## src/sv/sha256_pkg.sv

```systemverilog
// Package for the SHA-256 byte stream hasher: payload types, constants, functions.
// No dependencies.
`timescale 1ns / 1ps
package sha256_pkg;
  typedef struct packed {
    logic [7:0] message_byte;
    logic       byte_present;
    logic       message_end;
  } in_item_t;

  typedef struct packed {
    logic [31:0] digest_word;
    logic [2:0]  word_number;
    logic        digest_done;
  } out_item_t;

  // Command from the front end to the compression engine.
  typedef struct packed {
    logic [511:0] block;
    logic         last;
  } blk_cmd_t;

  localparam logic [7:0] PAD_BYTE = 8'h80;
  localparam logic [63:0] BLOCK_BITS = 64'd512;
  localparam int QDEPTH = 2;

  localparam logic [255:0] INIT_HASH = {
    32'h6a09e667, 32'hbb67ae85, 32'h3c6ef372, 32'ha54ff53a,
    32'h510e527f, 32'h9b05688c, 32'h1f83d9ab, 32'h5be0cd19};

  function automatic logic [31:0] round_k(input logic [5:0] t);
    logic [31:0] k [64];
    k = '{
      32'h428a2f98, 32'h71374491, 32'hb5c0fbcf, 32'he9b5dba5, 32'h3956c25b, 32'h59f111f1,
      32'h923f82a4, 32'hab1c5ed5, 32'hd807aa98, 32'h12835b01, 32'h243185be, 32'h550c7dc3,
      32'h72be5d74, 32'h80deb1fe, 32'h9bdc06a7, 32'hc19bf174, 32'he49b69c1, 32'hefbe4786,
      32'h0fc19dc6, 32'h240ca1cc, 32'h2de92c6f, 32'h4a7484aa, 32'h5cb0a9dc, 32'h76f988da,
      32'h983e5152, 32'ha831c66d, 32'hb00327c8, 32'hbf597fc7, 32'hc6e00bf3, 32'hd5a79147,
      32'h06ca6351, 32'h14292967, 32'h27b70a85, 32'h2e1b2138, 32'h4d2c6dfc, 32'h53380d13,
      32'h650a7354, 32'h766a0abb, 32'h81c2c92e, 32'h92722c85, 32'ha2bfe8a1, 32'ha81a664b,
      32'hc24b8b70, 32'hc76c51a3, 32'hd192e819, 32'hd6990624, 32'hf40e3585, 32'h106aa070,
      32'h19a4c116, 32'h1e376c08, 32'h2748774c, 32'h34b0bcb5, 32'h391c0cb3, 32'h4ed8aa4a,
      32'h5b9cca4f, 32'h682e6ff3, 32'h748f82ee, 32'h78a5636f, 32'h84c87814, 32'h8cc70208,
      32'h90befffa, 32'ha4506ceb, 32'hbef9a3f7, 32'hc67178f2};
    return k[t];
  endfunction

  function automatic logic [31:0] rotr(input logic [31:0] v, input int n);
    return (v >> n) | (v << (32 - n));
  endfunction
endpackage

```

## src/sv/sha256_front.sv

```systemverilog
// Front end: collects bytes into 64-byte blocks and builds the padding blocks.
// Depends on sha256_pkg.
`timescale 1ns / 1ps
module sha256_front (
  input  logic                  clk,
  input  logic                  rst_n,
  input  logic                  in_push,
  output logic                  in_full,
  input  sha256_pkg::in_item_t  in_item,
  output logic                  cmd_valid,
  input  logic                  cmd_ready,
  output sha256_pkg::blk_cmd_t  cmd
);
  import sha256_pkg::*;

  localparam logic [1:0] ST_FILL = 2'd0;
  localparam logic [1:0] ST_PAD1 = 2'd1;
  localparam logic [1:0] ST_PAD2 = 2'd2;

  logic [1:0]   state_r, state_nxt;
  logic [511:0] buf_r, buf_nxt;
  logic [5:0]   fill_r, fill_nxt;
  logic [63:0]  total_r, total_nxt;
  logic         full_blk;
  logic [511:0] padded;
  logic [63:0]  len;

  assign in_full = (state_r != ST_FILL) || !cmd_ready;
  assign len = total_r + {55'd0, fill_r, 3'd0};

  always_comb begin
    padded = buf_r;
    for (int i = 0; i < 64; i++) begin
      if (i == fill_r) padded[511-8*i -: 8] = PAD_BYTE;
      else if (i > fill_r) padded[511-8*i -: 8] = 8'd0;
    end
  end

  always_comb begin
    state_nxt = state_r;
    buf_nxt = buf_r;
    fill_nxt = fill_r;
    total_nxt = total_r;
    cmd_valid = 1'b0;
    cmd = '0;
    full_blk = 1'b0;
    unique case (state_r)
      ST_FILL: begin
        if (in_push && !in_full) begin
          if (in_item.byte_present) begin
            buf_nxt[511-8*fill_r -: 8] = in_item.message_byte;
            fill_nxt = fill_r + 6'd1;
            if (fill_r == 6'd63) begin
              full_blk = 1'b1;
              cmd_valid = 1'b1;
              cmd.block = buf_nxt;
              cmd.last = 1'b0;
              total_nxt = total_r + BLOCK_BITS;
            end
          end
          if (in_item.message_end) state_nxt = ST_PAD1;
        end
      end
      ST_PAD1: begin
        if (cmd_ready) begin
          cmd_valid = 1'b1;
          if (fill_r > 6'd55) begin
            cmd.block = padded;
            cmd.last = 1'b0;
            state_nxt = ST_PAD2;
          end else begin
            cmd.block = {padded[511:64], len};
            cmd.last = 1'b1;
            state_nxt = ST_FILL;
            fill_nxt = '0;
            total_nxt = '0;
          end
        end
      end
      ST_PAD2: begin
        if (cmd_ready) begin
          cmd_valid = 1'b1;
          cmd.block = {448'd0, len};
          cmd.last = 1'b1;
          state_nxt = ST_FILL;
          fill_nxt = '0;
          total_nxt = '0;
        end
      end
      default: state_nxt = ST_FILL;
    endcase
  end

  always_ff @(posedge clk) begin
    if (!rst_n) begin
      state_r <= ST_FILL;
      fill_r <= '0;
      total_r <= '0;
    end else begin
      state_r <= state_nxt;
      fill_r <= fill_nxt;
      total_r <= total_nxt;
    end
    buf_r <= buf_nxt;
  end
endmodule

```

## config.mk

```make
export PLATFORM = sky130hd
export DESIGN_NAME = sha256_front
export DESIGN_NICKNAME = d
export VERILOG_FILES = /design/src/sv/sha256_pkg.sv /design/src/sv/sha256_front.sv
export SDC_FILE = /design/constraint.sdc
export NUM_CORES = 2
export LEC_CHECK = 0
export CORE_ASPECT_RATIO = 2
export CORE_UTILIZATION = 25
export DETAILED_ROUTE_END_ITERATION = 16
export DONT_BUFFER_PORTS = 1
export GPL_ROUTABILITY_DRIVEN = 0
export PLACE_DENSITY = 0.44
export SLEW_MARGIN = 40
export SYNTH_ARGS = -nofsm -noshare
export SYNTH_HDL_FRONTEND = slang
export SYNTH_SLANG_ARGS = --single-unit
```

## constraint.sdc

```tcl
create_clock -name clk -period 14.6 [get_ports clk]
set_clock_uncertainty 0.1 [all_clocks]
set_input_delay 0.73 -clock clk [delete_from_list [all_inputs] [get_ports clk]]
set_output_delay 0.73 -clock clk [all_outputs]
set_load 0.02 [all_outputs]
```

==> results.md <==
- Outcome: completed
- Hold Buf Count CTS: 0
- Crit end category: output port
- Final max-slew violation count: 0
- Slew HR: 41.1%
- RSZ-0062 raised after global routing: no
- Area Overhead vs Synth: 13.5%
- Drt pass-1 iters: 5
- CP max FO: 150
- Final net count: between 3k and 4k
- Setup TNS: 0 ps
- Core area: approximately 120000 sq um
- CTS tree: built
- Hold worst-path end: fill_r[5]
- Final Cycle Share: 38.5%
- Die H: roughly 500 microns
- Post-CTS sizing: 0
- Register area share after synthesis: 53.2%
- Worst R2R Start: state_r[0]
- Die area: around 130000 sq um
- Wire length per cell: a little over 30 microns
- Vias in the first global route: about 25k
- WHS: 85.5 ps
- Initial antenna violation count: 3
- Share of layout cells above drive strength 1: 9.37%
- Inserted Clock Buffers: between 60 and 70
- Synth area leader: edfxtp_1
- Synth Flop Type: edfxtp_1
- R2R Setup Slk: about 10000 ps
- Count leader, synth: nand2_1
- Num rows: approximately 180
- Post-CTS setup buffer count: 0
- Mapped Cells: 3238
- CTS clk-pin slew, worst paths: 70 ps
- MaxCap Viol Count: 0
- Largest net degree at the start of global routing: roughly 150
- Hold path startpoint: rst_n
- Ports: roughly 530
- Kind of critical path: reg2out
- Root Buffer Master: clkbuf_16
- Worst Hold Class: in2reg
- DRT Wirelength: around 150000 microns
- # setup viols final: 0
- Die Width: roughly 250 microns
- Final instance count without filler cells: 4883
- EDFF count, synth: around 500
- Synthesized area per cell: about 9.7 sq um
- Async set-reset flop share out of synthesis: 0%
- GRT Util Overall: roughly a quarter
- Top-area cell type share of the netlist area: around 49%
- CP Data Required Time: 13770 ps
- Worst Tran Pin Value: just under 900 ps
- Min-Delay Path Depth: 1
- VDD IR max: about 0.089 mV
- Top cells by count, synth: nand2_1, edfxtp_1, o21ai_0
- P per Cell Area: approximately 110 nW/um^2
- Cell Area, Synth: approximately 31000 sq um
- Number of remaining DRC errors: 0
- Initial DRC count: approximately 2.2k
- Syn_nets: between 3k and 4k
- YS warnings: 0
- Worst Reg-to-Reg Cells: 7
- Post-DRT Antenna Nets: 0
- Fin area: about 36000 sq um
- PortBufs: 0
- FILL cells: between 10k and 15k
- GRT overflow: 0
- FF+latch count, synth: about 580
- Worst setup SP type: flip-flop
- Global-route wire length before repair: roughly 210000 microns
- LEAKAGE: roughly 12 nW
- Sink Count: roughly 580
- Placed cell area: 33300 sq um
- Initial core utilization: 25.2%
- Clk_lat worst skew: just under 700 ps
- FMAX: approximately 180 MHz
- Period minus WS final: between 5000 and 6000 ps
- WP data arrival: about 4800 ps
- DR vias: 26.2k
- Fin. Hold Viols: 0
- Top cells by area, synth: edfxtp_1, nand2_1, o21ai_0
- Worst r2r dst: buf_r[483]
- Cell variety after synth: 74
- DP Cell Count: 4759
- Max Buffers Root-to-Sink: 3
- Placed wire-length estimate: 111000 microns
- Average via count per standard cell: around 5.4
- Clock H-tree levels: 3
==> worst max-delay path by stage <==
stage,slack [ps],startpoint,end
5_1_grt,8810,state_r[0],cmd[446]
6_report,8980,state_r[0],cmd[446]
3_3_place_gp,9350,state_r[0],cmd[442]
4_1_cts,8630,state_r[0],cmd[446]
2_1_floorplan,2750,cmd_ready,buf_r[0]
3_5_place_dp,9360,state_r[0],cmd[446]
==> routing by layer <==
metal / vias up / global-route usage (%) / part of all wire, %
met5: - / 0 / 0
met4: 0 / 8.76 / 3.5
met3: 184 / 6.52 / 8.0
met2: 1030 / 39.7 / 49
met1: 13100 / 27.6 / 39
li1: 11900 / - / -
==> where the power goes <==
part	switching (W)	leakage [nW]	internal [W]	total (W)
combinational	0.000112	5.90	0.0000291	0.000141
clock	0.000767	1.06	0.000998	0.00176
sequential	0.0000167	5.14	0.00182	0.00184
==> stage by stage <==
stage | utilization, % | worst slack, ps | total power (W)
floorplan | - | 2750 | 0.00198
global placement | 26.7 | 9350 | 0.00202
detailed placement | 26.8 | 9360 | 0.00202
CTS | 28.5 | 8630 | 0.00380
global route | 28.6 | 8810 | 0.00386
finish | 28.6 | 8980 | 0.00375
==> cell families (layout without fill, tap and decap cells) <==
family | after synthesis | count (layout) | share of synthesized area, %
simple gates | 1258 | 1258 | 18.5
fa+ha+maj | 11 | 11 | 0.440
mux | 71 | 71 | 2.48
buf+inv | 269 | 244 | 3.53
flops | 575 | 575 | 53.2
compound gates | 1033 | 1033 | 21.3
other cells | 0 | 5 | 0
xor+xnor | 21 | 21 | 0.588
==> worst max-delay path, cell delays in order (launching register included) <==
cell and delay (ps):
dfxtp_1 350, inv_1 90, ha_1 370, nand4_1 460, nor4_2 370, buf_4 570
buf_12 570, nor2_2 310, a21oi_2 470, and2_1 320
==> cell type report <==
cell class	count	area (sq um)	area share, %
timing repair buffer	81	652	1.84
inverter	44	178	0.500
tap	1665	2080	5.87
clock buffer	86	1870	5.28
sequential	575	16600	46.9
multi-input combinational	2394	13800	38.8
antenna	5	12.5	0.0352
clock inverter	33	305	0.860
==> cells in the final DEF, fill, tap and decap left out, types with 11 or more instances in the layout <==
| cell | instances |
|---|---|
| edfxtp_1 | 512 |
| or4_1 | 17 |
| xor2_1 | 11 |
| clkinv_1 | 16 |
| nand4_1 | 34 |
| nor3_1 | 23 |
| o31ai_1 | 39 |
| o2bb2ai_1 | 25 |
| nor2b_1 | 43 |
| a221o_1 | 20 |
| nand2_1 | 651 |
| inv_1 | 39 |
| ha_1 | 11 |
| a22oi_1 | 35 |
| mux2i_1 | 18 |
| o21ai_0 | 482 |
| a21boi_0 | 17 |
| nor2_1 | 146 |
| dfxtp_1 | 59 |
| a21oi_1 | 116 |
| and2_1 | 112 |
| clkbuf_16 | 72 |
| a22o_1 | 219 |
| and3_1 | 27 |
| or3_1 | 19 |
| mux2_2 | 53 |
| clkbuf_1 | 12 |
| o21a_1 | 11 |
| buf_4 | 75 |
| nor2_2 | 11 |
| nand3_1 | 105 |
==> registers in the layout, summed over array words and instances, names as in the netlist <==
name     cells
buf_r      512
fill_r       6
state_r      2
total_r     55
Note: power is estimated with default switching activity, not from simulation.
