<file path="config.mk">
export PLATFORM = sky130hd
export DESIGN_NAME = sha256_engine
export DESIGN_NICKNAME = d
export VERILOG_FILES = /design/src/sv/sha256_pkg.sv /design/src/sv/sha256_engine.sv
export SDC_FILE = /design/constraint.sdc
export NUM_CORES = 2
export LEC_CHECK = 0
export BUFFER_PORTS_ARGS = -buffer_cell sky130_fd_sc_hd__buf_2
export CAP_MARGIN = 20
export CORE_MARGIN = 5
export CORE_UTILIZATION = 50
export CTS_BUF_LIST = sky130_fd_sc_hd__clkbuf_8
export DETAILED_ROUTE_END_ITERATION = 8
export PLACE_DENSITY = 0.75
export SYNTH_ARGS = -nofsm -noshare
export SYNTH_HDL_FRONTEND = slang
export SYNTH_SLANG_ARGS = --single-unit
</file>
<file path="constraint.sdc">
create_clock -name clk -period 26.6 [get_ports clk]
set_input_delay 3.99 -clock clk [delete_from_list [all_inputs] [get_ports clk]]
set_output_delay 3.99 -clock clk [all_outputs]
set_load 0.02 [all_outputs]
</file>
<file path="src/sv/sha256_pkg.sv">
// Package for the SHA-256 byte stream hasher: payload types, constants, functions.
// No dependencies.
`timescale 1ns / 1ps
package sha256_pkg;
  typedef struct packed {
    logic [7:0] message_byte;
    logic       byte_present;
    logic       message_end;
  } in_item_t;

  typedef struct packed {
    logic [31:0] digest_word;
    logic [2:0]  word_number;
    logic        digest_done;
  } out_item_t;

  // Command from the front end to the compression engine.
  typedef struct packed {
    logic [511:0] block;
    logic         last;
  } blk_cmd_t;

  localparam logic [7:0] PAD_BYTE = 8'h80;
  localparam logic [63:0] BLOCK_BITS = 64'd512;
  localparam int QDEPTH = 2;

  localparam logic [255:0] INIT_HASH = {
    32'h6a09e667, 32'hbb67ae85, 32'h3c6ef372, 32'ha54ff53a,
    32'h510e527f, 32'h9b05688c, 32'h1f83d9ab, 32'h5be0cd19};

  function automatic logic [31:0] round_k(input logic [5:0] t);
    logic [31:0] k [64];
    k = '{
      32'h428a2f98, 32'h71374491, 32'hb5c0fbcf, 32'he9b5dba5, 32'h3956c25b, 32'h59f111f1,
      32'h923f82a4, 32'hab1c5ed5, 32'hd807aa98, 32'h12835b01, 32'h243185be, 32'h550c7dc3,
      32'h72be5d74, 32'h80deb1fe, 32'h9bdc06a7, 32'hc19bf174, 32'he49b69c1, 32'hefbe4786,
      32'h0fc19dc6, 32'h240ca1cc, 32'h2de92c6f, 32'h4a7484aa, 32'h5cb0a9dc, 32'h76f988da,
      32'h983e5152, 32'ha831c66d, 32'hb00327c8, 32'hbf597fc7, 32'hc6e00bf3, 32'hd5a79147,
      32'h06ca6351, 32'h14292967, 32'h27b70a85, 32'h2e1b2138, 32'h4d2c6dfc, 32'h53380d13,
      32'h650a7354, 32'h766a0abb, 32'h81c2c92e, 32'h92722c85, 32'ha2bfe8a1, 32'ha81a664b,
      32'hc24b8b70, 32'hc76c51a3, 32'hd192e819, 32'hd6990624, 32'hf40e3585, 32'h106aa070,
      32'h19a4c116, 32'h1e376c08, 32'h2748774c, 32'h34b0bcb5, 32'h391c0cb3, 32'h4ed8aa4a,
      32'h5b9cca4f, 32'h682e6ff3, 32'h748f82ee, 32'h78a5636f, 32'h84c87814, 32'h8cc70208,
      32'h90befffa, 32'ha4506ceb, 32'hbef9a3f7, 32'hc67178f2};
    return k[t];
  endfunction

  function automatic logic [31:0] rotr(input logic [31:0] v, input int n);
    return (v >> n) | (v << (32 - n));
  endfunction
endpackage

</file>
<file path="src/sv/sha256_engine.sv">
// Compression engine: one SHA-256 round per cycle, then digest word output.
// Depends on sha256_pkg.
`timescale 1ns / 1ps
module sha256_engine (
  input  logic                  clk,
  input  logic                  rst_n,
  input  logic                  cmd_valid,
  output logic                  cmd_take,
  input  sha256_pkg::blk_cmd_t  cmd,
  output logic                  out_empty,
  input  logic                  out_pop,
  output sha256_pkg::out_item_t out_item
);
  import sha256_pkg::*;

  localparam logic [1:0] ST_IDLE = 2'd0;
  localparam logic [1:0] ST_RUN  = 2'd1;
  localparam logic [1:0] ST_ADD  = 2'd2;
  localparam logic [1:0] ST_OUT  = 2'd3;

  logic [1:0]   state_r;
  logic [5:0]   t_r;
  logic [2:0]   wn_r;
  logic         last_r;
  logic [255:0] h_r;
  logic [31:0]  w_r [16];
  logic [31:0]  a_r, b_r, c_r, d_r, e_r, f_r, g_r, hh_r;
  logic [31:0]  s0, s1, wnew, t1, t2;

  assign cmd_take = (state_r == ST_IDLE) && cmd_valid;
  assign out_empty = (state_r != ST_OUT);
  assign out_item.digest_word = h_r[255:224];
  assign out_item.word_number = wn_r;
  assign out_item.digest_done = (wn_r == 3'd7);

  assign s0 = rotr(w_r[1], 7) ^ rotr(w_r[1], 18) ^ (w_r[1] >> 3);
  assign s1 = rotr(w_r[14], 17) ^ rotr(w_r[14], 19) ^ (w_r[14] >> 10);
  assign wnew = w_r[0] + s0 + w_r[9] + s1;
  assign t1 = hh_r + (rotr(e_r, 6) ^ rotr(e_r, 11) ^ rotr(e_r, 25)) +
              ((e_r & f_r) ^ (~e_r & g_r)) + round_k(t_r) + w_r[0];
  assign t2 = (rotr(a_r, 2) ^ rotr(a_r, 13) ^ rotr(a_r, 22)) +
              ((a_r & b_r) ^ (a_r & c_r) ^ (b_r & c_r));

  always_ff @(posedge clk) begin
    if (!rst_n) begin
      state_r <= ST_IDLE;
      h_r <= INIT_HASH;
      t_r <= '0;
      wn_r <= '0;
      last_r <= 1'b0;
    end else begin
      unique case (state_r)
        ST_IDLE: begin
          if (cmd_valid) begin
            for (int i = 0; i < 16; i++) w_r[i] <= cmd.block[511-32*i -: 32];
            {a_r, b_r, c_r, d_r, e_r, f_r, g_r, hh_r} <= h_r;
            last_r <= cmd.last;
            t_r <= '0;
            state_r <= ST_RUN;
          end
        end
        ST_RUN: begin
          for (int i = 0; i < 15; i++) w_r[i] <= w_r[i+1];
          w_r[15] <= wnew;
          hh_r <= g_r; g_r <= f_r; f_r <= e_r; e_r <= d_r + t1;
          d_r <= c_r; c_r <= b_r; b_r <= a_r; a_r <= t1 + t2;
          t_r <= t_r + 6'd1;
          if (t_r == 6'd63) state_r <= ST_ADD;
        end
        ST_ADD: begin
          h_r <= {h_r[255:224] + a_r, h_r[223:192] + b_r, h_r[191:160] + c_r,
                  h_r[159:128] + d_r, h_r[127:96] + e_r, h_r[95:64] + f_r,
                  h_r[63:32] + g_r, h_r[31:0] + hh_r};
          wn_r <= '0;
          state_r <= last_r ? ST_OUT : ST_IDLE;
        end
        ST_OUT: begin
          if (out_pop) begin
            wn_r <= wn_r + 3'd1;
            if (wn_r == 3'd7) begin
              h_r <= INIT_HASH;
              state_r <= ST_IDLE;
            end else begin
              h_r <= {h_r[223:0], 32'd0};
            end
          end
        end
        default: state_r <= ST_IDLE;
      endcase
    end
  end
endmodule

</file>
==> flow_summary_export.csv <==
group,metric,value,unit
floorplanning,die_w,388,um
routing,drcViolationCount,0,
placement,port_buffers,554,
timing,setup_tns,0,ns
setup_path,startpoint_type,"flip-flop",
grt,gr-total-overflow,0,
finish,final_nets,8682,
setup_path,required,27.28,ns
logic_synthesis,synth.avg_cell_area,9.94,um2
finish,multi_input_area,40200,um2
floorplanning,core_area,142000,um2
setup_path,cp-end-kind,"flip-flop",
timing,slew_headroom,0.0441,
clock_tree,cts_resized,0,
setup_path,cp.arrival,10.58,ns
logic_synthesis,async_flop_share,0,
timing,rsz0062_at_grt,"no",
timing,tightest_slew,1.43,ns
setup_path,critPathMaxStageDelay,0.89,ns
placement,gp_congestion,1.04,
finish,area_growth,10.9,%
job,drv_cap,0,
floorplanning,die-height,388,um
floorplanning,ioPinCount,555,
clock_tree,max-clock-path-buffers,3,
finish,final_util,0.559,
routing,drt-total-wl,266000,um
routing,drtPass1Iterations,9,
logic_synthesis,ys_ff_latch,1036,
grt,first_global_vias,57566,
logic_synthesis,yosys_most_used_dff,"edfxtp_1",
logic_synthesis,syn_area,71500,um2
floorplanning,start_util,0.504,
setup_path,critPathMaxFanout,44,
logic_synthesis,synth_cell_types,97,
clock_tree,clk_pin_slew,0.07,ns
routing,drt.antenna.violating_nets,0,
logic_synthesis,synth_area_leader_cell,"edfxtp_1",
timing,fmax,101,MHz
finish,final_cell_mix,"nand2_1 (1000), edfxtp_1 (768), buf_2 (553)",
logic_synthesis,yosysSeqAreaShare,0.398,
worst_hold_path,worstHoldPathType,"reg2reg",
finish,regArea,28400,um2
status,status,"completed",
setup_path,crit_type,"reg2reg",
timing,final-max-slew-violation-count,0,
routing,routedWlPerCell,27.6,um
clock_tree,cts_hold_buf,0,
routing,avgViaCountPerCell,6.22,
timing,layout_min_cycle_time,9.90,ns
clock_tree,cts_tree,"built",
logic_synthesis,postSynthCellCount,7193,
clock_tree,clock_latency,0.97,ns
clock_tree,clock-root-buffer,"clkbuf_8",
grt,antenna_found_initial,39,
placement,dpl.hpwl,199000,um
clock_tree,clock-sinks,1036,
clock_tree,cts_setup_buffers,0,
routing,vias,60052,
grt,grt_pass1_wl,383000,um
logic_synthesis,synth_top_area_frac,0.323,
timing,hold_violations,0,
logic_synthesis,yosysWarnings,0,
finish,drive_above_1_share,0.187,
floorplanning,rows,138,
logic_synthesis,yosys-top-cells-area,"edfxtp_1 (32%), mux2_2 (8.0%), dfxtp_1 (7.5%)",
floorplanning,dieArea,151000,um2
logic_synthesis,syn-num-nets,8297,
finish,final_common_cell,"nand2_1",
setup_path,cp_common_cell,"inv_1",
routing,drt_iter0_markers,7299,
finish,fill_cells,12310,
setup_path,slowest_stage,"dfxtp_2",
clock_tree,cts_buffers,183,
logic_synthesis,synth_edf_count,768,
clock_tree,cts.htree.levels,4,
timing,period_share,0.372,
timing,setup_viol,0,
timing,skew,0.0543,ns
grt,globalRouteTotalUtil,0.339,
grt,grt_max_degree,187,
==> state kept, by name (all words and copies together), names as in the netlist, 3 cells and up <==
register and flops:
a_r 32, b_r 32, c_r 32, d_r 32
e_r 32, f_r 32, g_r 32, h_r 256
hh_r 32, t_r 6, w_r 512, wn_r 3
==> area by class of cell <==
cell class              count  area share
repair buffers            630      0.0433
flip-flops and latches   1036       0.359
multi-input cells        5387       0.507
inverters                 340      0.0161
clock inverters           141      0.0105
well taps                1890      0.0298
diodes                     27    0.000852
clock buffers             197      0.0342
==> synthesized netlist by cell type (all sizes together) (14+ instances only) <==
master   count
a2111oi     15
a211oi      45
a21boi      19
a21o       214
a21oi      398
a221oi      38
a222oi      19
a22o        27
a22oi       23
a311oi      15
a31oi       69
and2        23
and3        40
buf         71
clkbuf     359
dfxtp      268
edfxtp     768
fa         195
ha         392
inv        337
mux2       510
mux2i       18
nand2     1002
nand2b      57
nand3      131
nand3b      20
nand4       16
nor2       328
nor2b       83
nor3       110
nor3b       21
o211a       17
o211ai      77
o21a        58
o21ai      465
o21bai      46
o221ai      46
o22ai       16
o311ai      47
o31ai       30
or2         14
or3         25
xnor2      400
xor2       169
==> kinds of logic after synthesis <==
logic type / share of synthesized area
AND/OR/NAND/NOR: 0.118
AO/OA/AOI/OAI: 0.165
buffers and inverters: 0.0421
adder cells (fa/ha/maj): 0.124
XOR/XNOR: 0.0697
multiplexers: 0.0847
flip-flops: 0.398
==> stage by stage <==
step | cell area [um2] | hold slack [ns] | cells | setup WS (ns)
6_report | 79300 | 0.468 | 9648 | 16.70
5_1_grt | 79200 | 0.476 | 9631 | 16.15
4_1_cts | 79200 | 0.472 | 9621 | 16.88
3_5_place_dp | 75700 | 0.461 | 9283 | 16.92
3_3_place_gp | 75600 | 0.462 | 9281 | 16.90
2_1_floorplan | 71500 | 0.440 | 7193 | 8.00
==> routing by layer <==
layer  global-route usage  vias to the layer above  wire length, um
li1                     -                    26790                -
met1                0.434                    29082           101000
met2                0.513                     3463           117000
met3               0.0962                      691            30300
met4                0.200                       26            18400
met5                    0                        -              162
==> critical path, delay by kind of cell, from the launching register on <==
kind	cells	cell delay, ns
adder cells (fa/ha/maj)	6	2.47
XOR/XNOR	2	0.56
AO/OA/AOI/OAI	16	3.22
AND/OR/NAND/NOR	7	1.64
flip-flops	1	0.89
buffers and inverters	5	0.88
==> path summary, 6_finish.rpt <==
path	endpoint	slack, ns	cells after the start	start
max	a_r[29]$_DFFE_PP_	16.70	36	t_r[3]$_SDFFE_PN0P_
min	last_r$_SDFFE_PN0P_	0.47	2	last_r$_SDFFE_PN0P_
max reg2reg	a_r[29]$_DFFE_PP_	16.70	36	t_r[3]$_SDFFE_PN0P_
min reg2reg	last_r$_SDFFE_PN0P_	0.47	2	last_r$_SDFFE_PN0P_
Power is not shown: default switching activity piles up to over one toggle a cycle in this logic, so the estimate is an artifact.
