<file path="src/sv/sha256_pkg.sv">
// Package for the SHA-256 byte stream hasher: payload types, constants, functions.
// No dependencies.
`timescale 1ns / 1ps
package sha256_pkg;
  typedef struct packed {
    logic [7:0] message_byte;
    logic       byte_present;
    logic       message_end;
  } in_item_t;

  typedef struct packed {
    logic [31:0] digest_word;
    logic [2:0]  word_number;
    logic        digest_done;
  } out_item_t;

  // Command from the front end to the compression engine.
  typedef struct packed {
    logic [511:0] block;
    logic         last;
  } blk_cmd_t;

  localparam logic [7:0] PAD_BYTE = 8'h80;
  localparam logic [63:0] BLOCK_BITS = 64'd512;
  localparam int QDEPTH = 2;

  localparam logic [255:0] INIT_HASH = {
    32'h6a09e667, 32'hbb67ae85, 32'h3c6ef372, 32'ha54ff53a,
    32'h510e527f, 32'h9b05688c, 32'h1f83d9ab, 32'h5be0cd19};

  function automatic logic [31:0] round_k(input logic [5:0] t);
    logic [31:0] k [64];
    k = '{
      32'h428a2f98, 32'h71374491, 32'hb5c0fbcf, 32'he9b5dba5, 32'h3956c25b, 32'h59f111f1,
      32'h923f82a4, 32'hab1c5ed5, 32'hd807aa98, 32'h12835b01, 32'h243185be, 32'h550c7dc3,
      32'h72be5d74, 32'h80deb1fe, 32'h9bdc06a7, 32'hc19bf174, 32'he49b69c1, 32'hefbe4786,
      32'h0fc19dc6, 32'h240ca1cc, 32'h2de92c6f, 32'h4a7484aa, 32'h5cb0a9dc, 32'h76f988da,
      32'h983e5152, 32'ha831c66d, 32'hb00327c8, 32'hbf597fc7, 32'hc6e00bf3, 32'hd5a79147,
      32'h06ca6351, 32'h14292967, 32'h27b70a85, 32'h2e1b2138, 32'h4d2c6dfc, 32'h53380d13,
      32'h650a7354, 32'h766a0abb, 32'h81c2c92e, 32'h92722c85, 32'ha2bfe8a1, 32'ha81a664b,
      32'hc24b8b70, 32'hc76c51a3, 32'hd192e819, 32'hd6990624, 32'hf40e3585, 32'h106aa070,
      32'h19a4c116, 32'h1e376c08, 32'h2748774c, 32'h34b0bcb5, 32'h391c0cb3, 32'h4ed8aa4a,
      32'h5b9cca4f, 32'h682e6ff3, 32'h748f82ee, 32'h78a5636f, 32'h84c87814, 32'h8cc70208,
      32'h90befffa, 32'ha4506ceb, 32'hbef9a3f7, 32'hc67178f2};
    return k[t];
  endfunction

  function automatic logic [31:0] rotr(input logic [31:0] v, input int n);
    return (v >> n) | (v << (32 - n));
  endfunction
endpackage

</file>
<file path="src/sv/sha256_queue.sv">
// Short queue of block commands between the front end and the engine.
// Depends on sha256_pkg.
`timescale 1ns / 1ps
module sha256_queue (
  input  logic                 clk,
  input  logic                 rst_n,
  input  logic                 wr_en,
  input  sha256_pkg::blk_cmd_t wr_data,
  output logic                 wr_ready,
  output logic                 rd_valid,
  input  logic                 rd_en,
  output sha256_pkg::blk_cmd_t rd_data
);
  import sha256_pkg::*;

  blk_cmd_t   mem_r [QDEPTH];
  logic       wp_r, rp_r;
  logic [1:0] cnt_r;

  assign wr_ready = (cnt_r != 2'(QDEPTH));
  assign rd_valid = (cnt_r != 2'd0);
  assign rd_data = mem_r[rp_r];

  always_ff @(posedge clk) begin
    if (!rst_n) begin
      wp_r <= 1'b0;
      rp_r <= 1'b0;
      cnt_r <= '0;
    end else begin
      if (wr_en) wp_r <= ~wp_r;
      if (rd_en) rp_r <= ~rp_r;
      cnt_r <= cnt_r + {1'b0, wr_en} - {1'b0, rd_en};
    end
    if (wr_en) mem_r[wp_r] <= wr_data;
  end
endmodule

</file>
<file path="config.mk">
export PLATFORM = sky130hd
export DESIGN_NAME = sha256_queue
export DESIGN_NICKNAME = d
export VERILOG_FILES = /design/src/sv/sha256_pkg.sv /design/src/sv/sha256_queue.sv
export SDC_FILE = /design/constraint.sdc
export NUM_CORES = 1
export LEC_CHECK = 0
export ABC_CLOCK_PERIOD_IN_PS = 86100
export BUFFER_PORTS_ARGS = -buffer_cell sky130_fd_sc_hd__buf_2
export CAP_MARGIN = 15
export CELL_PAD_IN_SITES_DETAIL_PLACEMENT = 0
export CELL_PAD_IN_SITES_GLOBAL_PLACEMENT = 1
export CORE_AREA = 4 4 400 402
export CTS_BUF_LIST = sky130_fd_sc_hd__clkbuf_8
export CTS_CLUSTER_DIAMETER = 200
export CTS_CLUSTER_SIZE = 30
export DETAILED_ROUTE_END_ITERATION = 7
export DIE_AREA = 0 0 404 406
export PLACE_DENSITY = 0.48
export SETUP_SLACK_MARGIN = 0.15
export SYNTH_ARGS = -nofsm -noshare
export SYNTH_HDL_FRONTEND = slang
export SYNTH_SLANG_ARGS = --single-unit
</file>
<file path="constraint.sdc">
create_clock -name clk -period 86.1 [get_ports clk]
set_input_delay 12.915 -clock clk [delete_from_list [all_inputs] [get_ports clk]]
set_output_delay 12.915 -clock clk [all_outputs]
set_load 0.005 [all_outputs]
</file>
==> flow_summary.yaml, run 1 <==
clock_network:
  cts_resized: 0
  h-tree-depth: 2
  clk_latency_ns: 0.73
  cts_made_buffers: 40
  cts_tree: "done"
  cts_buffer_depth: 3
  clkTransAtPathRegs_ns: 0.17
  cts_sinks: 1031
  post_cts_buffers: 0
  cts_root_buf: "clkbuf_8"
  ctsHoldBuffers: 0
route:
  highest_layer: "met5"
  vias: 19200
  wl_mm: 107
  drc_errors: 0
  vias_per_cell: 4.05
  wl_met2_mm: 56.2
  wl_met3_mm: 8.44
  drt_iter0_drc: 948
  wl_met1_mm: 40.3
  dr.pass1.iters: 5
  wire_per_inst_um: 22.6
  antenna_left: 0
critical_path:
  rr_worst_depth: 5
  worst_setup_path_start_kind: "flip-flop"
  required_ns: 73.18
  path_class: "reg -> out"
  crit_fanout: 70
  rrSetupSlack_ns: 81.23
  r2r-start: "wp_r$_SDFFE_PN0P_"
  endpoint_kind: "output pin"
  cp_data_arrival_time_ns: 5.56
  r2r_end: "mem_r[1][215]$_DFFE_PP_"
floorplanning:
  start_util_pct: 24.0
  fp.dieW_um: 404
  pin_count: 1032
  die_y_um: 406
  core_sq_um: 156000
  row_count: 145
  dieArea_sq_um: 164000
outcome:
  status: "finished clean"
synth:
  syn_area_sq_um: 37400
  synth_edf_count: 1026
  ys_warn_count: 0
  yosys.area.top_type: "edfxtp_1"
  synth.distinct_cells: 14
  synth_flop_cell: "edfxtp_1"
  synth_seq_cells: 1031
  yosysTopAreaCellShare_pct: 82.3
  syn_nets: 2136
  synthArstFlopShare_pct: 0
  ys_seq_area_share_pct: 82.6
  syn_avg_cell_area_sq_um: 23.1
  synth_common_cells: "1026 x edfxtp_1, 513 x mux2_2, 53 x buf_6"
  synth_cells: 1617
  synth_area_leaders: "edfxtp_1 82%, mux2_2 15%, buf_6 1.6%"
  synth.most_common_cell: "edfxtp_1"
pwr:
  power_leakage_nw: 16.2
  finalPower_mw: 0.881
  vdd_drop_max_mv: 0.0131
  powerDensity_nw_per_um2: 19.4
grt:
  grt_max_degree: 152
  grt_pass1_wl_mm: 148
  grt_antenna_before_repair: 53
  grt.total_usage_pct: 12.3
  grt_pass1_vias: 20400
  grt_overflow_total: 0
sta:
  final.period_utilization_pct: 21.5
  max_freq_mhz: 54.1
  final_max_slew_viol_count: 0
  finalCriticalPeriod_ns: 18.48
  maxSlewHeadroom_pct: 22.1
  tns_ns: 0
  setup_viol: 0
  tightest_slew_ns: 1.17
  hold_violations: 0
  holdWs_ns: 0.589
  rsz0062_at_grt: "false"
  fin_ws_ns: 67.62
  fin_skew_ns: 0.0174
place:
  post-dp-hpwl_mm: 79.9
  routabilityCongestion: 0.835
  post-place-ws_ns: 68.23
  portBuffers: 1031
  place_area_sq_um: 44700
layout:
  nets: 3173
  drive_gt1_share_pct: 60.5
  fillers: 15700
  multi_input_area_sq_um: 5900
  seq_area_sq_um: 30900
  syn2layout_area_growth_pct: 21.3
  fin_area_sq_um: 45400
hold_path:
  hold_depth: 2
  min_from: "rp_r$_SDFFE_PN0P_"
  hp-class: "reg -> reg"
job:
  maxCapViolations: 0
==> placed cells by master, fill, tap and decap left out, drive strengths merged <==
cell	instances
buf	1052
edfxtp	1026
mux2	513
clkbuf	41
diode	25
inv	11
dfxtp	5
and2	4
nor2b	3
ha	2
or2	1
xor2	1
nand2	1
o21a	1
xnor3	1
==> report_power, final <==
| part | internal, mW | total [mW] | switching (mW) |
|---|---|---|---|
| Sequential | 0.580 | 0.587 | 0.00701 |
| Combinational | 0.0508 | 0.109 | 0.0578 |
| Clock | 0.0447 | 0.185 | 0.141 |
==> per-stage QoR <==
stage	util, %	cells
after floorplan	-	1617
after global placement	28.7	4670
after detailed placement	28.7	4670
after CTS	29.1	4720
after global routing	29.1	4731
final	29.1	4745
==> critical path: stages, from the launching register on <==
cell,delay (ns)
dfxtp_4,1.00
buf_4,0.84
buf_4,0.61
buf_4,0.78
buf_4,0.83
mux2_2,0.43
buf_2,0.13
==> worst max-delay path by stage <==
stage	to	slack, ns	cells after the start
final	rd_data[421]	67.62	6
after global routing	rd_data[351]	67.15	6
after CTS	rd_data[421]	67.33	6
after detailed placement	rd_data[421]	68.23	6
after global placement	rd_data[421]	68.35	6
after floorplan	wp_r$_SDFFE_PN0P_	49.48	2
==> cell families after synthesis <==
group,after synthesis,share of synthesized area [%]
AOI/OAI and AO/OA,1,0.0201
xor gates and xnor gates,2,0.0836
adders and majority gates,2,0.0668
buffers and inverters,59,1.67
DFF,1031,82.6
muxes,513,15.4
and+or+nand+nor,9,0.144
==> area by class of cell <==
type                            instances  share of cell area (%)
Antenna cell                           25                   0.138
Clock buffer                           41                    1.24
Clock inverter                          9                   0.110
Inverter                                2                  0.0165
Multi-Input combinational cell        527                    13.0
Sequential cell                      1031                    68.1
Tap cell                             2058                    5.67
Timing Repair Buffer                 1052                    11.7
==> per-layer routing <==
| metal | track usage (%) | up-vias |
|---|---|---|
| met3 | 4.03 | 137 |
| met5 | 0 | - |
| met2 | 22.6 | 701 |
| li1 | - | 8482 |
| met4 | 2.72 | 32 |
| met1 | 13.9 | 9852 |
==> state kept, by name, summed over array words and instances, names as in the netlist, named ones only <==
register,cells
cnt_r,2
mem_r,1026
rp_r,1
wp_r,1
No activity file was read; power rests on OpenSTA's default activity.
==> run 2, diff against run 1 <==
- ABC_CLOCK_PERIOD_IN_PS: 86100 -> 18600
- clock period: 86.1 -> 18.6 ns (I/O delays scaled with it)
==> run 2 against run 1 <==
First-iteration DRC count increased by 22%. Critical path depth shrank 1. Combinational power rose to 4.7 times the previous value. Global-route usage hardly changed. Critical endpoint is now rd_data[139]. Final area is essentially flat. Sequential power grew to 4.6 times the previous value. Largest cell class unchanged. Sequential share of layout area is essentially flat. Non-clock buffer count shrank 5. Utilization about the same.
==> flow_summary.yaml, run 2 (synthesis gave the netlist of run 1 again) <==
floorplanning:
  start_util_pct: 24.0
  pin_count: 1032
  fp.dieW_um: 404
  core_sq_um: 156000
  row_count: 145
  dieArea_sq_um: 164000
  die_y_um: 406
sta:
  setup_viol: 0
  max_freq_mhz: 127
  rsz0062_at_grt: "false"
  tightest_slew_ns: 1.38
  tns_ns: 0
  final_max_slew_viol_count: 0
  final.period_utilization_pct: 42.4
  maxSlewHeadroom_pct: 7.99
  fin_skew_ns: 0.0372
  hold_violations: 0
  finalCriticalPeriod_ns: 7.88
critical_path:
  slowest_stage: "dfxtp_4"
  cp_data_arrival_time_ns: 5.09
  required_ns: 15.81
  crit_end: "rd_data[139]"
  critical-path-top-delay-family: "buffers and inverters"
  cp_num_cells: 5
  worst_setup_path_start_kind: "flip-flop"
  crit_fanout: 159
  slowest_delay_ns: 0.97
  r2r-start: "wp_r$_SDFFE_PN0P_"
  rrSetupSlack_ns: 14.34
  endpoint_kind: "output pin"
  worstPathCellList: "buf_12, buf_4, buf_4, mux2_2, buf_2"
  path_class: "reg -> out"
  rr_worst_depth: 4
  path_common_cell: "buf_4"
  critPathBufInv: 4
  r2r_end: "mem_r[0][206]$_DFFE_PP_"
grt:
  grt_max_degree: 161
  grt_antenna_before_repair: 68
  grt_pass1_vias: 20300
  grt.total_usage_pct: 12.4
  grt_overflow_total: 0
  grt_pass1_wl_mm: 147
layout:
  nets: 3168
  drive_gt1_share_pct: 60.4
  largest_registers: "mem_r: 1026 flops, cnt_r: 2 flops"
  syn2layout_area_growth_pct: 21.4
  regMostFlops: "mem_r"
  final_cell_mix: "1031 x buf_2, 1026 x edfxtp_1, 513 x mux2_2"
  stdcell_count: 4753
  largest_reg_flops: 1026
  final_common_cell: "buf_2"
pwr:
  powerDensity_nw_per_um2: 89.9
  vdd_drop_max_mv: 0.0706
  power_leakage_nw: 16.2
place:
  post-dp-hpwl_mm: 79.6
  routabilityCongestion: 0.843
  portBuffers: 1031
  dpl.cell_count: 4665
outcome:
  status: "finished clean"
route:
  antenna_left: 0
  drc_errors: 0
  vias: 19200
  dr.pass1.iters: 5
  wl_mm: 108
  drt_iter0_drc: 1153
  wire_per_inst_um: 22.8
  vias_per_cell: 4.04
clock_network:
  clkTransAtPathRegs_ns: 0.17
  clk_latency_ns: 0.73
  post_cts_buffers: 0
  cts_root_buf: "clkbuf_8"
  cts_sinks: 1031
  cts_tree: "done"
  ctsHoldBuffers: 0
  h-tree-depth: 2
  cts_resized: 0
  cts_made_buffers: 40
  cts_buffer_depth: 3
hold_path:
  hp-class: "reg -> reg"
  hold_depth: 2
job:
  maxCapViolations: 0
-- run 2: worst min-delay path by stage --
stage                end               from
2_1_floorplan  flip-flop  rp_r$_SDFFE_PN0P_
3_3_place_gp   flip-flop  rp_r$_SDFFE_PN0P_
3_5_place_dp   flip-flop  rp_r$_SDFFE_PN0P_
4_1_cts        flip-flop  rp_r$_SDFFE_PN0P_
5_1_grt        flip-flop  rp_r$_SDFFE_PN0P_
6_report       flip-flop  rp_r$_SDFFE_PN0P_
-- run 2: area by class of cell --
class	count	area (sq um)
Fill cell	15500	111000
Sequential cell	1031	30900
Multi-Input combinational cell	527	5900
Timing Repair Buffer	1047	5330
Tap cell	2058	2570
Clock buffer	41	564
Antenna cell	38	95.1
Clock inverter	9	50.0
Inverter	2	7.51
-- run 2: power by group --
| part | total, mW | internal, mW | switching (mW) | leakage (nW) |
|---|---|---|---|---|
| clock network | 0.859 | 0.207 | 0.652 | 0.347 |
| registers | 2.72 | 2.69 | 0.0306 | 9.67 |
| logic | 0.508 | 0.237 | 0.271 | 6.14 |
| total | 4.08 | 3.13 | 0.954 | 16.2 |
-- run 2: worst reg2reg max path: stages (launching register included) --
cell and delay [ns]:
dfxtp_1 0.38, nor2b_4 0.86, buf_4 0.88, buf_4 0.75, buf_12 0.67
-- run 2: metal layers --
metal  wire (um)  track usage (%)  vias to the layer above
li1            -                -                     8494
met1       40000             13.9                     9790
met2       55500             22.1                      709
met3        9840             4.56                      156
met4        2560             3.31                       38
met5         219                0                        -
-- run 2: per-stage QoR --
step	setup slack [ns]	hold WS [ns]	total power [mW]	cell area [sq um]	util, %
floorplan	1.93	0.555	3.07	37400	-
global placement	11.61	0.570	3.28	44700	28.7
global route	10.36	0.634	4.29	45400	29.1
detailed placement	11.46	0.571	3.29	44700	28.7
CTS	10.52	0.597	4.17	45300	29.1
finish	10.72	0.590	4.08	45400	29.1
==> run 3, diff against run 2 <==
- ABC_CLOCK_PERIOD_IN_PS: 18600 -> 8000
- clock period: 18.6 -> 8 ns (I/O delays scaled with it)
==> run 3 against run 2 <==
Sequential power rose by 130%. Non-clock buffer count increased by 7. Worst hold slack better by 0.0018 ns. Largest cell class unchanged. Final area increased by 0.25%. Via count grew 0.33%. Wire length is 4.5% higher. Combinational power is 130% higher. Clock power grew 130%.
==> flow_summary.yaml, run 3 (synthesis gave the netlist of run 1 again) <==
layout:
  multi_input_area_sq_um: 5900
  final_common_cell: "buf_2"
  seq_area_sq_um: 30900
  fillers: 15600
  syn2layout_area_growth_pct: 21.7
  final_cell_mix: "1031 x buf_2, 1026 x edfxtp_1, 513 x mux2_2"
  drive_gt1_share_pct: 60.5
  final_util_pct: 29.2
  largest_registers: "mem_r: 1026 flops, cnt_r: 2 flops"
  nets: 3175
  largest_reg_flops: 1026
  regMostFlops: "mem_r"
route:
  wire_per_inst_um: 23.8
  dr.pass1.iters: 5
  vias_per_cell: 4.04
  drc_errors: 0
  drt_iter0_drc: 969
  antenna_left: 0
  vias: 19300
  wl_mm: 113
pwr:
  comb_power_share_pct: 12.3
  power_leakage_nw: 16.2
  pwr-share-seq_pct: 66.7
  powerDensity_nw_per_um2: 208
  swShare_pct: 23.3
  switchingPower_mw: 2.21
  intPower_mw: 7.28
  power_frac_clock_pct: 21.0
  vdd_drop_max_mv: 0.147
critical_path:
  endpoint_kind: "output pin"
  cp_data_arrival_time_ns: 3.33
  worst_setup_path_start_kind: "flip-flop"
  required_ns: 6.80
  rr_worst_depth: 3
  r2r_end: "mem_r[1][241]$_DFFE_PP_"
  rrSetupSlack_ns: 5.42
  path_class: "reg -> out"
  crit_fanout: 77
  r2r-start: "wp_r$_SDFFE_PN0P_"
sta:
  final_max_slew_viol_count: 0
  tightest_slew_ns: 1.22
  hold_violations: 0
  max_freq_mhz: 221
  tns_ns: 0
  fin_skew_ns: 0.0409
  final.period_utilization_pct: 56.6
  finalCriticalPeriod_ns: 4.53
  setup_viol: 0
  maxSlewHeadroom_pct: 18.6
  rsz0062_at_grt: "false"
  holdWs_ns: 0.592
grt:
  use_met3_pct: 4.10
  grt_pass1_wl_mm: 154
  grt_most_used_layer: "met2"
  grt_use_met1_pct: 14.0
  grt_max_degree: 154
  grt_antenna_before_repair: 74
  grt_pass1_vias: 20900
  grt.total_usage_pct: 13.0
  use_met2_pct: 24.1
  grt_overflow_total: 0
clock_network:
  cts_root_buf: "clkbuf_8"
  cts_sinks: 1031
  clkTransAtPathRegs_ns: 0.19
  cts_buffer_depth: 3
  post_cts_buffers: 0
  clk_latency_ns: 0.73
  h-tree-depth: 2
  cts_tree: "done"
  ctsHoldBuffers: 0
  cts_made_buffers: 40
  cts_resized: 0
floorplanning:
  start_util_pct: 24.0
  die_y_um: 406
  pin_count: 1032
  fp.dieW_um: 404
  core_sq_um: 156000
  row_count: 145
  dieArea_sq_um: 164000
job:
  maxCapViolations: 0
hold_path:
  hold_depth: 2
  min_from: "rp_r$_SDFFE_PN0P_"
  hp-class: "reg -> reg"
place:
  post-dp-hpwl_mm: 84.9
  routabilityCongestion: 0.831
  portBuffers: 1031
outcome:
  status: "finished clean"
[run 3: changes by cell type in the layout (fill, tap and decap cells not counted)]
cell and change:
buf_4 +2, diode_2 -1, buf_12 +5
[run 3: metal layers]
layer	vias to the layer above	wire (um)
met2	720	59500
met5	-	238
met4	40	3740
met1	9778	41000
li1	8505	-
met3	207	8610
[run 3: final cells by class]
class	count	area share [%]
multi-input cells	527	13.0
diodes	37	0.203
well taps	2058	5.65
repair buffers	1054	12.0
clock inverters	9	0.110
inverters	2	0.0165
clock buffers	41	1.24
flip-flops and latches	1031	67.9
[run 3: how the worst max path moves through the flow]
stage	start	to	slack [ns]	cells after the start
after detailed placement	flip-flop	rd_data[367]	4.27	4
after floorplan	wr_en	mem_r[0][0]$_DFFE_PP_	-1.30	1
after CTS	flip-flop	rd_data[367]	3.31	4
after global routing	flip-flop	rd_data[367]	3.23	4
after global placement	flip-flop	rd_data[7]	4.36	4
final	flip-flop	rd_data[421]	3.47	4
[run 3: metrics by stage]
step                      setup WS, ns  area [sq um]  power (mW)  std cells
final                             3.47         45600        9.49       4759
after global routing              3.23         45500        9.94       4743
after CTS                         3.31         45500        9.68       4722
after detailed placement          4.27         44800        7.66       4672
after global placement            4.36         44800        7.64       4672
after floorplan                  -1.30         37400        7.07       1617
[run 3: power groups by stage]
stage / clock, mW / combinational (mW) / sequential (mW)
detailed placement: 0 / 1.20 / 6.46
global route: 2.31 / 1.27 / 6.35
finish: 1.99 / 1.17 / 6.33
global placement: 0 / 1.18 / 6.46
CTS: 2.13 / 1.21 / 6.34
floorplan: 0 / 0.595 / 6.47
[run 3: critical path: stages, from the launching register on]
cell and delay [ns]:
dfxtp_4 0.83, buf_12 0.40, buf_4 0.61, mux2_2 0.42, buf_2 0.13
